`src/srpc_pkg.sv`:
```
// Package for the stepper ramp and pause controller.
// Holds the item structs, state enums and fixed constants; depends on nothing.
package srpc_pkg;

  localparam int ADC_BITS        = 10;
  localparam int SCALE_FRAC_BITS = 16;
  localparam int SCALE_W         = SCALE_FRAC_BITS + 1;
  localparam logic [SCALE_W-1:0] SCALE_ONE = SCALE_W'(1) << SCALE_FRAC_BITS;
  localparam logic [SCALE_W-1:0] SCALE_MIN =
    SCALE_W'(((1 << SCALE_FRAC_BITS) + 9999) / 10000);

  localparam int CFG_DW = 20;
  localparam int CFG_IW = 3;
  localparam logic [CFG_IW-1:0] CFG_ADC_LO = 3'd0;
  localparam logic [CFG_IW-1:0] CFG_ADC_HI = 3'd1;
  localparam logic [CFG_IW-1:0] CFG_SLOW   = 3'd2;
  localparam logic [CFG_IW-1:0] CFG_FAST   = 3'd3;
  localparam logic [CFG_IW-1:0] CFG_RAMP   = 3'd4;
  localparam logic [CFG_IW-1:0] CFG_DIR    = 3'd5;

  localparam logic [2:0] REQ_TICK  = 3'd0;
  localparam logic [2:0] REQ_START = 3'd1;
  localparam logic [2:0] REQ_STOP  = 3'd2;
  localparam logic [2:0] REQ_FLIP  = 3'd3;
  localparam logic [2:0] REQ_PAUSE = 3'd4;

  localparam int DIV_W = 48;
  localparam int DVS_W = 32;

  typedef enum logic [2:0] {
    K_TICK, K_START, K_STOP, K_FLIP, K_PAUSE, K_NOP
  } req_kind_t;

  typedef enum logic [1:0] {
    ST_PAUSE = 2'd0, ST_UP = 2'd1, ST_RUN = 2'd2, ST_DOWN = 2'd3
  } mstate_t;

  typedef enum logic [3:0] {
    B_IDLE, B_CMD, B_CLAMP, B_BASE, B_BASE_WAIT, B_SCALE, B_T_WAIT,
    B_SQ, B_CUBE, B_IV, B_IV_WAIT, B_DONE
  } bstate_t;

  typedef struct packed {
    logic [2:0]          req_type;
    logic [ADC_BITS-1:0] adc_value;
    logic [31:0]         now_ms;
    logic [31:0]         now_us;
    logic [31:0]         pause_ms;
  } in_item_t;

  typedef struct packed {
    logic               step_pulse;
    logic               direction;
    logic [1:0]         motor_state;
    logic [SCALE_W-1:0] speed_scale;
    logic [31:0]        interval_us;
  } out_item_t;

  typedef struct packed {
    req_kind_t           kind;
    logic [ADC_BITS-1:0] adc;
    logic [31:0]         now_ms;
    logic [31:0]         now_us;
    logic [31:0]         pause_ms;
  } work_t;

  typedef struct packed {
    mstate_t     st;
    logic        dir;
    logic        flip;
    logic [31:0] npl;
    logic [31:0] start;
    logic [31:0] deadline;
  } ctl_t;

endpackage

```
`src/srpc_fifo.sv`:
```
// Short register queue between the front and back parts.
// Generic payload width and depth; no package dependency.
module srpc_fifo #(
  parameter int WIDTH = 8,
  parameter int DEPTH = 2
) (
  input  logic             clk,
  input  logic             rst_n,
  input  logic             push,
  input  logic [WIDTH-1:0] wr_data,
  output logic             full,
  input  logic             pop,
  output logic             empty,
  output logic [WIDTH-1:0] rd_data
);
  localparam int PW = (DEPTH > 1) ? $clog2(DEPTH) : 1;
  localparam int CW = $clog2(DEPTH + 1);

  logic [WIDTH-1:0] mem_r [DEPTH];
  logic [PW-1:0]    wr_ptr_r, wr_ptr_nxt, rd_ptr_r, rd_ptr_nxt;
  logic [CW-1:0]    count_r, count_nxt;
  logic             do_push, do_pop;

  assign full    = (count_r == CW'(DEPTH));
  assign empty   = (count_r == '0);
  assign do_push = push && !full;
  assign do_pop  = pop && !empty;
  assign rd_data = mem_r[rd_ptr_r];

  always_comb begin
    wr_ptr_nxt = wr_ptr_r;
    rd_ptr_nxt = rd_ptr_r;
    count_nxt  = count_r;
    if (do_push) begin
      wr_ptr_nxt = (wr_ptr_r == PW'(DEPTH - 1)) ? '0 : PW'(wr_ptr_r + 1'b1);
    end
    if (do_pop) begin
      rd_ptr_nxt = (rd_ptr_r == PW'(DEPTH - 1)) ? '0 : PW'(rd_ptr_r + 1'b1);
    end
    if (do_push && !do_pop) begin
      count_nxt = CW'(count_r + 1'b1);
    end else if (do_pop && !do_push) begin
      count_nxt = CW'(count_r - 1'b1);
    end
  end

  always_ff @(posedge clk) begin
    if (!rst_n) begin
      wr_ptr_r <= '0;
      rd_ptr_r <= '0;
      count_r  <= '0;
    end else begin
      wr_ptr_r <= wr_ptr_nxt;
      rd_ptr_r <= rd_ptr_nxt;
      count_r  <= count_nxt;
    end
  end

  always_ff @(posedge clk) begin
    if (do_push) begin
      mem_r[wr_ptr_r] <= wr_data;
    end
  end

endmodule

```
`src/srpc_front.sv`:
```
// Front part: accepts input items, classifies the request code and queues them.
// Depends on srpc_pkg and srpc_fifo.
module srpc_front
  import srpc_pkg::*;
#(
  parameter int DEPTH = 2
) (
  input  logic     clk,
  input  logic     rst_n,
  input  logic     in_push,
  output logic     in_full,
  input  in_item_t in_item,
  input  logic     q_pop,
  output logic     q_empty,
  output work_t    q_item
);
  work_t     w;
  req_kind_t kind;
  logic [$bits(work_t)-1:0] rd_bits;

  always_comb begin
    unique case (in_item.req_type)
      REQ_TICK:  kind = K_TICK;
      REQ_START: kind = K_START;
      REQ_STOP:  kind = K_STOP;
      REQ_FLIP:  kind = K_FLIP;
      REQ_PAUSE: kind = K_PAUSE;
      default:   kind = K_NOP;
    endcase
    w.kind     = kind;
    w.adc      = in_item.adc_value;
    w.now_ms   = in_item.now_ms;
    w.now_us   = in_item.now_us;
    w.pause_ms = in_item.pause_ms;
  end

  srpc_fifo #(.WIDTH($bits(work_t)), .DEPTH(DEPTH)) u_queue (
    .clk     (clk),
    .rst_n   (rst_n),
    .push    (in_push),
    .wr_data (w),
    .full    (in_full),
    .pop     (q_pop),
    .empty   (q_empty),
    .rd_data (rd_bits)
  );

  assign q_item = work_t'(rd_bits);

endmodule

```
`src/srpc_div.sv`:
```
// Restoring divider, one quotient bit per cycle, shared by the back part.
// Depends on srpc_pkg for the operand widths.
module srpc_div
  import srpc_pkg::*;
(
  input  logic             clk,
  input  logic             rst_n,
  input  logic             start,
  input  logic [DIV_W-1:0] dividend,
  input  logic [DVS_W-1:0] divisor,
  output logic             busy,
  output logic             done,
  output logic [DIV_W-1:0] quotient
);
  localparam int NW = $clog2(DIV_W);

  logic             busy_r, busy_nxt, done_r, done_nxt;
  logic [NW-1:0]    cnt_r, cnt_nxt;
  logic [DVS_W:0]   rem_r, rem_nxt, sh;
  logic [DIV_W-1:0] quo_r, quo_nxt;
  logic [DVS_W-1:0] dvs_r, dvs_nxt;

  assign busy     = busy_r;
  assign done     = done_r;
  assign quotient = quo_r;

  always_comb begin
    busy_nxt = busy_r;
    done_nxt = 1'b0;
    cnt_nxt  = cnt_r;
    rem_nxt  = rem_r;
    quo_nxt  = quo_r;
    dvs_nxt  = dvs_r;
    sh       = {rem_r[DVS_W-1:0], quo_r[DIV_W-1]};
    if (start && !busy_r) begin
      busy_nxt = 1'b1;
      cnt_nxt  = '0;
      rem_nxt  = '0;
      quo_nxt  = dividend;
      dvs_nxt  = divisor;
    end else if (busy_r) begin
      if (sh >= {1'b0, dvs_r}) begin
        rem_nxt = sh - {1'b0, dvs_r};
        quo_nxt = {quo_r[DIV_W-2:0], 1'b1};
      end else begin
        rem_nxt = sh;
        quo_nxt = {quo_r[DIV_W-2:0], 1'b0};
      end
      cnt_nxt = NW'(cnt_r + 1'b1);
      if (cnt_r == NW'(DIV_W - 1)) begin
        busy_nxt = 1'b0;
        done_nxt = 1'b1;
      end
    end
  end

  always_ff @(posedge clk) begin
    if (!rst_n) begin
      busy_r <= 1'b0;
      done_r <= 1'b0;
      cnt_r  <= '0;
    end else begin
      busy_r <= busy_nxt;
      done_r <= done_nxt;
      cnt_r  <= cnt_nxt;
    end
  end

  always_ff @(posedge clk) begin
    rem_r <= rem_nxt;
    quo_r <= quo_nxt;
    dvs_r <= dvs_nxt;
  end

endmodule

```
`src/srpc_back.sv`:
```
// Back part: motor state machine, speed map, ramp and step timing, result register.
// Depends on srpc_pkg and srpc_div.
module srpc_back
  import srpc_pkg::*;
(
  input  logic              clk,
  input  logic              rst_n,
  input  logic              cfg_we,
  input  logic [CFG_IW-1:0] cfg_index,
  input  logic [CFG_DW-1:0] cfg_data,
  input  logic              q_empty,
  output logic              q_pop,
  input  work_t             q_item,
  output logic              out_empty,
  input  logic              out_pop,
  output out_item_t         out_item
);
  function automatic ctl_t enter_f(ctl_t c, mstate_t st, logic [31:0] now,
                                   logic [15:0] ramp);
    ctl_t r;
    r       = c;
    r.st    = st;
    r.start = now;
    unique case (st)
      ST_PAUSE: begin
        if (r.flip) begin
          r.dir  = ~r.dir;
          r.flip = 1'b0;
        end
        r.deadline = (r.npl != 32'd0) ? now + r.npl : 32'd0;
        r.npl      = 32'd0;
      end
      ST_RUN: begin
        r.deadline = 32'd0;
        r.npl      = 32'd0;
      end
      ST_UP, ST_DOWN: begin
        r.deadline = now + {16'd0, ramp};
      end
    endcase
    return r;
  endfunction

  bstate_t bst_r, bst_nxt;
  ctl_t    ctl_r, ctl_nxt, c;
  work_t   it_r, it_nxt;

  logic [ADC_BITS-1:0] lo_r, lo_nxt, hi_r, hi_nxt;
  logic [19:0]         slow_r, slow_nxt, fast_r, fast_nxt;
  logic [15:0]         ramp_r, ramp_nxt;

  logic [29:0]        prod_r, prod_nxt;
  logic [30:0]        base_r, base_nxt;
  logic [SCALE_W-1:0] t_r, t_nxt, t2_r, t2_nxt, scale_r, scale_nxt;
  logic [31:0]        ival_r, ival_nxt, last_us_r, last_us_nxt;
  logic               pulse_r, pulse_nxt;
  out_item_t          out_r, out_nxt;
  logic               out_valid_r, out_valid_nxt;

  logic             div_start, div_busy, div_done;
  logic [DIV_W-1:0] div_dvd, div_q;
  logic [DVS_W-1:0] div_dvs;

  logic [ADC_BITS-1:0] adc_c;
  logic [19:0]         diff;
  logic [30:0]         term;
  logic [31:0]         span, el;
  logic [33:0]         sq;
  logic [18:0]         fac;
  logic [35:0]         cu;
  logic [19:0]         s_raw;
  logic [SCALE_W-1:0]  s_cl, d;

  srpc_div u_div (
    .clk      (clk),
    .rst_n    (rst_n),
    .start    (div_start),
    .dividend (div_dvd),
    .divisor  (div_dvs),
    .busy     (div_busy),
    .done     (div_done),
    .quotient (div_q)
  );

  assign out_empty = !out_valid_r;
  assign out_item  = out_r;

  always_comb begin
    bst_nxt       = bst_r;
    ctl_nxt       = ctl_r;
    it_nxt        = it_r;
    lo_nxt        = lo_r;
    hi_nxt        = hi_r;
    slow_nxt      = slow_r;
    fast_nxt      = fast_r;
    ramp_nxt      = ramp_r;
    prod_nxt      = prod_r;
    base_nxt      = base_r;
    t_nxt         = t_r;
    t2_nxt        = t2_r;
    scale_nxt     = scale_r;
    ival_nxt      = ival_r;
    last_us_nxt   = last_us_r;
    pulse_nxt     = pulse_r;
    out_nxt       = out_r;
    out_valid_nxt = out_valid_r && !out_pop;
    q_pop         = 1'b0;
    div_start     = 1'b0;
    div_dvd       = '0;
    div_dvs       = '0;
    c             = ctl_r;
    adc_c         = it_r.adc;
    diff          = '0;
    term          = div_q[30:0];
    span          = ctl_r.deadline - ctl_r.start;
    el            = it_r.now_ms - ctl_r.start;
    sq            = t_r * t_r;
    fac           = 19'(3 << SCALE_FRAC_BITS) - {1'b0, t_r, 1'b0};
    cu            = t2_r * fac;
    s_raw         = cu[35:16];
    s_cl          = (s_raw > 20'(SCALE_ONE)) ? SCALE_ONE : s_raw[SCALE_W-1:0];
    d             = (scale_r < SCALE_MIN) ? SCALE_MIN : scale_r;

    unique case (bst_r)
      B_IDLE: begin
        if (!q_empty) begin
          q_pop   = 1'b1;
          it_nxt  = q_item;
          bst_nxt = (q_item.kind == K_TICK) ? B_CLAMP : B_CMD;
        end
      end
      B_CMD: begin
        unique case (it_r.kind)
          K_START: begin
            c.npl = 32'd0;
            if (c.st != ST_RUN && c.st != ST_UP) begin
              c = enter_f(c, ST_UP, it_r.now_ms, ramp_r);
            end
          end
          K_STOP: begin
            c.flip = 1'b0;
            c.npl  = 32'd0;
            if (c.st == ST_PAUSE) begin
              c = enter_f(c, ST_PAUSE, it_r.now_ms, ramp_r);
            end else if (c.st != ST_DOWN) begin
              c = enter_f(c, ST_DOWN, it_r.now_ms, ramp_r);
            end
          end
          K_FLIP: begin
            c.flip = 1'b1;
            c.npl  = 32'd1;
            c = enter_f(c, (c.st == ST_PAUSE) ? ST_PAUSE : ST_DOWN, it_r.now_ms, ramp_r);
          end
          K_PAUSE: begin
            if (c.st != ST_PAUSE && c.st != ST_DOWN) begin
              c.npl = it_r.pause_ms;
              c = enter_f(c, ST_DOWN, it_r.now_ms, ramp_r);
            end
          end
          default: begin
          end
        endcase
        ctl_nxt   = c;
        pulse_nxt = 1'b0;
        scale_nxt = '0;
        ival_nxt  = '0;
        bst_nxt   = B_DONE;
      end
      B_CLAMP: begin
        // Low is tested first: with lo above hi, values below lo get lo, all others hi.
        if (it_r.adc < lo_r) begin
          adc_c = lo_r;
        end else if (it_r.adc > hi_r) begin
          adc_c = hi_r;
        end
        diff     = (slow_r >= fast_r) ? slow_r - fast_r : fast_r - slow_r;
        prod_nxt = adc_c * diff;
        if (ctl_r.deadline != 32'd0 && it_r.now_ms >= ctl_r.deadline) begin
          ctl_nxt = enter_f(ctl_r, mstate_t'(2'(ctl_r.st + 2'd1)), it_r.now_ms, ramp_r);
        end
        bst_nxt = B_BASE;
      end
      B_BASE: begin
        if (hi_r == '0) begin
          base_nxt = {11'd0, slow_r};
          bst_nxt  = B_SCALE;
        end else begin
          div_start = 1'b1;
          div_dvd   = DIV_W'(prod_r);
          div_dvs   = DVS_W'(hi_r);
          bst_nxt   = B_BASE_WAIT;
        end
      end
      B_BASE_WAIT: begin
        // With the low bound above the high one the map term can exceed the span.
        if (div_done) begin
          if (slow_r >= fast_r) begin
            base_nxt = (term >= {11'd0, slow_r}) ? 31'd0 : {11'd0, slow_r} - term;
          end else begin
            base_nxt = {11'd0, slow_r} + term;
          end
          bst_nxt = B_SCALE;
        end
      end
      B_SCALE: begin
        unique case (ctl_r.st)
          ST_PAUSE: begin
            scale_nxt   = '0;
            ival_nxt    = 32'(base_r);
            last_us_nxt = it_r.now_us;
            pulse_nxt   = 1'b0;
            bst_nxt     = B_DONE;
          end
          ST_RUN: begin
            scale_nxt = SCALE_ONE;
            bst_nxt   = B_IV;
          end
          ST_UP, ST_DOWN: begin
            if (span == 32'd0 || el >= span) begin
              t_nxt   = SCALE_ONE;
              bst_nxt = B_SQ;
            end else begin
              div_start = 1'b1;
              div_dvd   = {el, {SCALE_FRAC_BITS{1'b0}}};
              div_dvs   = span;
              bst_nxt   = B_T_WAIT;
            end
          end
        endcase
      end
      B_T_WAIT: begin
        if (div_done) begin
          t_nxt   = div_q[SCALE_W-1:0];
          bst_nxt = B_SQ;
        end
      end
      B_SQ: begin
        t2_nxt  = sq[SCALE_FRAC_BITS +: SCALE_W];
        bst_nxt = B_CUBE;
      end
      B_CUBE: begin
        scale_nxt = (ctl_r.st == ST_DOWN) ? SCALE_ONE - s_cl : s_cl;
        bst_nxt   = B_IV;
      end
      B_IV: begin
        div_start = 1'b1;
        div_dvd   = (DIV_W'(base_r) << SCALE_FRAC_BITS) + DIV_W'(d) - DIV_W'(1);
        div_dvs   = DVS_W'(d);
        bst_nxt   = B_IV_WAIT;
      end
      B_IV_WAIT: begin
        if (div_done) begin
          ival_nxt  = (|div_q[DIV_W-1:32]) ? 32'hFFFF_FFFF : div_q[31:0];
          pulse_nxt = 1'b0;
          if ((it_r.now_us - last_us_r) >= ival_nxt) begin
            pulse_nxt   = 1'b1;
            last_us_nxt = it_r.now_us;
          end
          bst_nxt = B_DONE;
        end
      end
      B_DONE: begin
        if (!out_valid_r || out_pop) begin
          out_nxt.step_pulse  = pulse_r;
          out_nxt.direction   = ctl_r.dir;
          out_nxt.motor_state = ctl_r.st;
          out_nxt.speed_scale = scale_r;
          out_nxt.interval_us = ival_r;
          out_valid_nxt       = 1'b1;
          bst_nxt             = B_IDLE;
        end
      end
      default: bst_nxt = B_IDLE;
    endcase

    if (cfg_we) begin
      unique case (cfg_index)
        CFG_ADC_LO: lo_nxt   = cfg_data[ADC_BITS-1:0];
        CFG_ADC_HI: hi_nxt   = cfg_data[ADC_BITS-1:0];
        CFG_SLOW:   slow_nxt = cfg_data[19:0];
        CFG_FAST:   fast_nxt = cfg_data[19:0];
        CFG_RAMP:   ramp_nxt = cfg_data[15:0];
        CFG_DIR:    ctl_nxt.dir = cfg_data[0];
        default: begin
        end
      endcase
    end
  end

  always_ff @(posedge clk) begin
    if (!rst_n) begin
      bst_r       <= B_IDLE;
      ctl_r       <= '{st: ST_PAUSE, dir: 1'b0, flip: 1'b0, npl: 32'd0,
                       start: 32'd0, deadline: 32'd0};
      lo_r        <= '0;
      hi_r        <= ADC_BITS'(1023);
      slow_r      <= 20'd2000;
      fast_r      <= 20'd200;
      ramp_r      <= 16'd500;
      last_us_r   <= '0;
      out_valid_r <= 1'b0;
    end else begin
      bst_r       <= bst_nxt;
      ctl_r       <= ctl_nxt;
      lo_r        <= lo_nxt;
      hi_r        <= hi_nxt;
      slow_r      <= slow_nxt;
      fast_r      <= fast_nxt;
      ramp_r      <= ramp_nxt;
      last_us_r   <= last_us_nxt;
      out_valid_r <= out_valid_nxt;
    end
  end

  always_ff @(posedge clk) begin
    it_r    <= it_nxt;
    prod_r  <= prod_nxt;
    base_r  <= base_nxt;
    t_r     <= t_nxt;
    t2_r    <= t2_nxt;
    scale_r <= scale_nxt;
    ival_r  <= ival_nxt;
    pulse_r <= pulse_nxt;
    out_r   <= out_nxt;
  end

  a_div_free: assert property (@(posedge clk) disable iff (!rst_n)
    div_start |-> !div_busy) else $error("divider started while busy");
  a_idle_div: assert property (@(posedge clk) disable iff (!rst_n)
    (bst_r == B_IDLE) |-> !div_busy) else $error("divider busy in idle");
  a_out_src: assert property (@(posedge clk) disable iff (!rst_n)
    $rose(out_valid_r) |-> $past(bst_r) == B_DONE) else $error("result not from done");
  a_scale_max: assert property (@(posedge clk) disable iff (!rst_n)
    out_valid_r |-> out_r.speed_scale <= SCALE_ONE) else $error("scale above one");

endmodule

```
`src/stepper_ramp_pause_controller.sv`:
```
// Stepper ramp and pause controller, top level.
// A command item passes the command and done states from queue to result register.
// A tick uses the shared 48-step divider for the speed map, the ramp fraction and
// the step interval, up to three times, then passes the done state.
// One item is worked on at a time; a QUEUE_DEPTH queue absorbs arrivals.
// Synchronous active-low reset: motor paused, no deadline, registers at defaults.
module stepper_ramp_pause_controller
  import srpc_pkg::*;
#(
  parameter int QUEUE_DEPTH = 2
) (
  input  logic              clk,
  input  logic              rst_n,
  input  logic              in_push,
  output logic              in_full,
  input  in_item_t          in_item,
  output logic              out_empty,
  input  logic              out_pop,
  output out_item_t         out_item,
  input  logic              cfg_we,
  input  logic [CFG_IW-1:0] cfg_index,
  input  logic [CFG_DW-1:0] cfg_data
);
  logic  q_pop, q_empty;
  work_t q_item;

  srpc_front #(.DEPTH(QUEUE_DEPTH)) u_front (
    .clk     (clk),
    .rst_n   (rst_n),
    .in_push (in_push),
    .in_full (in_full),
    .in_item (in_item),
    .q_pop   (q_pop),
    .q_empty (q_empty),
    .q_item  (q_item)
  );

  srpc_back u_back (
    .clk       (clk),
    .rst_n     (rst_n),
    .cfg_we    (cfg_we),
    .cfg_index (cfg_index),
    .cfg_data  (cfg_data),
    .q_empty   (q_empty),
    .q_pop     (q_pop),
    .q_item    (q_item),
    .out_empty (out_empty),
    .out_pop   (out_pop),
    .out_item  (out_item)
  );

endmodule
```
`config.mk`:
```
export PLATFORM = sky130hd
export DESIGN_NAME = stepper_ramp_pause_controller
export DESIGN_NICKNAME = d
export VERILOG_FILES = /design/src/srpc_pkg.sv /design/src/srpc_fifo.sv /design/src/srpc_front.sv /design/src/srpc_div.sv /design/src/srpc_back.sv /design/src/stepper_ramp_pause_controller.sv
export SDC_FILE = /design/constraint.sdc
export NUM_CORES = 2
export LEC_CHECK = 0
export BUFFER_PORTS_ARGS = -buffer_cell sky130_fd_sc_hd__buf_2
export CORE_MARGIN = 5
export CORE_UTILIZATION = 45
export DETAILED_ROUTE_END_ITERATION = 6
export SETUP_SLACK_MARGIN = 0.02
export SLEW_MARGIN = 30
export SYNTH_ARGS = -nofsm -noshare
export SYNTH_HDL_FRONTEND = slang
export SYNTH_SLANG_ARGS = --single-unit
```
`constraint.sdc`:
```
create_clock -name clk -period 16.3 [get_ports clk]
set_input_delay 1.63 -clock clk [delete_from_list [all_inputs] [get_ports clk]]
set_output_delay 1.63 -clock clk [all_outputs]
set_load 0.1 [all_outputs]
```
Yosys cells after proc, flatten, opt, wreduce, memory -nomap -nowiden --
Memories as Yosys holds them, arrays and structs flattened. A register that Yosys moved wholly into a read port is not among the register bits. Index checks and enable logic that the tools add are counted.
Storage, ports and cells: logic and storage cells 292, bits in read-only memories 0, memories 1, register bits after elaboration 644, bits in writable memories 218, bits in latches 0, output and inout bits 55
Cells by class: $add $sub $neg 21, multiply operators 3, divide/modulo/power cells 0, bitwise gates (word level) 4, mux-type cells 91, reductions and logical operators 63, order comparisons 10, equality and inequality tests 59, shift-type cells 0
Memory list:
- u_front.u_queue.mem_r | depth 2, width 109, read ports 1, clocked after memory_dff 1, write ports 1, line srpc_fifo.sv:19 | logic [WIDTH-1:0] mem_r [DEPTH];
Operators by type and width (count):
- $mux 100 | 5
- $pmux 100 s4 | 1
- $pmux 32 s3 | 4
- $mux 32 | 11
- $pmux 100 s2 | 1
- $mux 48 | 4
- $pmux 48 s3 | 1
- $sub 32x32->32 | 4
- $mux 31 | 4
- $mux 17 | 6
- $ge 32x32->1 | 3
- $pmux 17 s2 | 2
- $pmux 32 s2 | 1
- $reduce_bool 32->1 | 2
- $pmux 31 s2 | 1
- $pmux 17 s3 | 1
- $add 47x17->48 | 1
- $pmux 4 s12 | 1
- $sub 48x1->48 const B | 1
- $mux 10 | 4
- $sub 20x20->20 | 2
- $mul 17x19->36 | 1
- $ge 33x32->1 | 1
- $mul 17x17->33 | 1
- 61 further kinds | 188

Logic depth before layout (Yosys ltp) --
depth in word-level cells 9, gate-level depth with buffers 39, mapped depth without buffers 35

By module --
A second synthesis with hierarchy kept.
Unflattened totals: cell total of the unflattened synthesis 8061, area, all modules 75572.5 um^2
By module, submodules not included:
- srpc_back | cells each 7015, times used 1, area each 61052.3 um^2
- srpc_fifo | cells each 364, times used 1, area each 8124.0 um^2
- srpc_div | cells each 679, times used 1, area each 6378.6 um^2
- srpc_front | cells each 3, times used 1, area each 17.5 um^2

Worst setup path before layout --
Ideal clock, no wire load.
path type register to register, start register u_back.t_r[7], end register u_back.scale_r[16] (data pin), period minus slack after synthesis 10.087 ns, cell stages (with the launch flop) 38, slack 6.213 ns, arrival time 9.820 ns, setup time 0.267 ns, cell sequence edfxtp_1 clkbuf_1 or3_1 or4_1 or3_1 nor3_1 xor2_1 clkbuf_1 nand2_1 fa_1 fa_1 fa_1 inv_1 fa_1 fa_1 inv_1 fa_1 inv_1 [... 2 more ...] a21oi_1 o21ai_1 a221oi_1 o32ai_1 or2_2 a21o_1 xor2_1 o41a_4 nor2_8 buf_6 nand2_1 ha_1 nand3_1 or2_2 or3_1 a211oi_1 xor2_1 o21ai_0
On the way: word-level cells in the longest chain between the ends 7
Ends and longest elaborated chain:
- from (decl) | line srpc_back.sv:54 | logic [SCALE_W-1:0] t_r, t_nxt, t2_r, t2_nxt, scale_r, scale_nxt;
- from (signal assigned) | line srpc_back.sv:319 | t_r <= t_nxt;
- $sub 18x18->19 * | line srpc_back.sv:118 | fac = 19'(3 << SCALE_FRAC_BITS) - {1'b0, t_r, 1'b0};
- $mul 17x19->36 * | line srpc_back.sv:119 | cu = t2_r * fac;
- $gt 20x17->1 | line srpc_back.sv:121 | s_cl = (s_raw > 20'(SCALE_ONE)) ? SCALE_ONE : s_raw[SCALE_W-1:0];
- $mux 17 * | line srpc_back.sv:121
- $sub 17x17->17 | line srpc_back.sv:242 | scale_nxt = (ctl_r.st == ST_DOWN) ? SCALE_ONE - s_cl : s_cl;
- $mux 17 * | line srpc_back.sv:242
- $pmux 17 s3 * | line srpc_back.sv:124 | unique case (bst_r)
- via u_back.scale_nxt[16] | line srpc_back.sv:54
- to (signal assigned) | line srpc_back.sv:321 | scale_r <= scale_nxt;
- to (decl) | line srpc_back.sv:54
The timed path passes the listed nets; every way through them passes the cells marked *. A chain may end at the register's enable or synchronous reset.

Worst setup path in the final report --
Ends and elaborated chain as after synthesis.

==> run metrics <==
largest net degree at the start of global routing=76; max incr delay on CP=0.73 ns; RSZ-0062 raised after global routing=no; Comb pwr share=roughly two thirds; most instantiated cells after synthesis=inv_1, nand2_1, ha_1; die area=about 180000 sq um; top cell type's share of synthesized area=23.9%; largest fanout on the critical path=20; Slew Limit Fails=0; slowest CP cell=edfxtp_1; Net Sw Power=a little under 0.01 W; TritonCTS clock tree=done; Most used DFF post-synth=edfxtp_1; crit share post-route=approximately 67%; # resized after CTS=0; clk_lat worst skew=0.74 ns; setup TNS=0 ns; area of the core=between 150000 and 200000 sq um; cts bufs inserted=100; hold_buf cts=0; Worst EP arrival=around 11 ns; Final ANT Viol Nets=0; total number of vias=59100; Final Cell Area=approximately 83000 sq um; cell-internal power=slightly below 0.01 W; Clock Path Buffers=3; count leader, synth=inv_1; final hold vios=0; post-route insts no fill=between 10000 and 15000; Leakage=around 35 nW; HPWL after detailed placement=approximately 180000 microns; vias in the first global route=roughly 60000; largest cells by area after synthesis=edfxtp_1, fa_1, ha_1; first-pass GRT wire length=around 350000 microns; CTS root buffer=clkbuf_16; Post-Place Worst Slack=5.46 ns; Residual DRC=3; Worst-path clk slew=~0.06 ns; area delta synth->final=8.89%; vias per cell=approximately 5.7; Mapped Area=approximately 76000 sq um; worst vdd ir=0.700 mV; Worst setup EP type=flop; antenna violations before repair=11; io pins=around 190; power per cell area=235 nW/um^2; Slew HR=about a third; clock period minus worst slack=between 10 and 15 ns; share of layout cells above drive strength 1=8.17%; Post-synth EDFFs=approximately 610; status=finished with violations; Sink Count=between 800 and 900; part of the power in the clock network=between 10% and 20%; HP Class=flop to flop; total grt overflow=0; placed insts=10200; DRT Pass-1 Iters=7; DRT iter0 DRCs=4507; failing checks=DRC; post-CTS setup buffer count=0; PortBufs=~190; final WL=approximately 230000 microns; wire per inst=21.7 microns; Die X-Extent=around 420 microns; # fillers=between 15000 and 20000; final setup vio count=0; Cell Rows=~150; die height=approximately 420 microns; Worst Clk Skew=0.0555 ns; Global Route Usage Sum=between 20 and 30%; largest area contributor in the synthesized netlist=edfxtp_1; placed cell areas=between 70000 and 80000 sq um; sequential share of power=19.6%; CP top delay family=adder cells; Mapped Avg Cell Area=between 9 and 10 sq um; CP Launch Type=flop; syn nets=about 9500; PnR worst setup slack=approximately 5.4 ns; f_max=91.4 MHz; ys async rst share=0%; Hold WS=about 0.4 ns; WP buf/inv=5; CTS H-tree depth=3; worst-margin pin slew=about 1.0 ns; GP Congestion=0.918; switching part of the total=roughly half; Max-Cap Viols=0; most used cell, CP=fa_1; fin nets=around 9500; CP required=roughly 17 ns; kind of critical path=flop to flop; Initial Util=between 40% and 50%; YS warnings=0; Synth Instances=approximately 8100; Seq cells post-synth=863; post-synthesis sequential area ratio=30.7%; Netlist cell types=~110
-- through the flow --
| step | power [W] | utilization (%) |
|---|---|---|
| 2_1_floorplan | 0.0131 | - |
| 3_3_place_gp | 0.0169 | 47.0 |
| 3_5_place_dp | 0.0171 | 47.0 |
| 4_1_cts | 0.0196 | 49.1 |
| 5_1_grt | 0.0212 | 49.1 |
| 6_report | 0.0195 | 49.1 |
-- worst paths after layout --
check,start,endpoint,slack (ns),depth (start not counted)
max,u_back.t_r[7],u_back.scale_r[16],5.36,35
min,u_back.ival_r[12],u_back.out_item[12],0.40,0
max reg2reg,u_back.t_r[7],u_back.scale_r[16],5.36,35
min reg2reg,u_back.ival_r[12],u_back.out_item[12],0.40,0
-- sequential cells by signal, summed over array words and instances, names as in the netlist, 48 cells and up, named ones only --
| signal | flops |
|---|---|
| u_back.out_item | 53 |
| u_back.it_r | 109 |
| u_front.u_queue.mem_r | 218 |
| u_back.ctl_r | 100 |
| u_back.u_div.quotient | 48 |
-- area by class of cell --
class                   count  area, sq um  area share (%)
flip-flops and latches    863        23300            28.2
clock buffers             122         2700            3.26
repair buffers            271         1560            1.88
multi-input cells        5815        47700            57.5
clock inverters            65          812           0.980
well taps                2218         2780            3.35
inverters                1063         4000            4.83
diodes                      5         12.5          0.0151
-- logic make-up (layout without fill, tap and decap cells) --
| group | Yosys count | after routing | synth area share (%) |
|---|---|---|---|
| and+or+nand+nor | 2314 | 2314 | 14.3 |
| AOI/OAI and AO/OA | 1687 | 1687 | 14.5 |
| buffers and inverters | 1406 | 1521 | 7.02 |
| adders and majority gates | 1282 | 1282 | 26.8 |
| DFF | 863 | 863 | 30.7 |
| xor gates and xnor gates | 338 | 338 | 3.94 |
| muxes | 194 | 194 | 2.77 |
| other | 0 | 5 | 0 |
-- power by group through the flow --
stage | combinational, W | sequential (W) | clock [W]
final | 0.0133 | 0.00382 | 0.00240
after global routing | 0.0148 | 0.00386 | 0.00254
after CTS | 0.0133 | 0.00382 | 0.00245
after detailed placement | 0.0132 | 0.00386 | 0
after global placement | 0.0130 | 0.00385 | 0
after floorplan | 0.00946 | 0.00359 | 0
-- metal layers --
layer	routed length, microns	vias to the layer above	global-route usage (%)
li1	-	27800	-
met1	93900	29200	31.8
met2	110000	1698	43.5
met3	11500	403	3.05
met4	9940	0	9.88
met5	0	-	0
-- cells in the final DEF (no fill, tap or decap), drive strengths merged, types with 132 or more instances in the layout --
cell,count
a21o,173
ha,702
nor3,144
xnor2,227
dfxtp,258
nor2,471
nand2,858
buf,271
fa,580
o21ai,281
inv,1073
a21oi,542
edfxtp,605
nand3,186
mux2,132
and2,238
No activity file was read; power rests on OpenSTA's default activity.
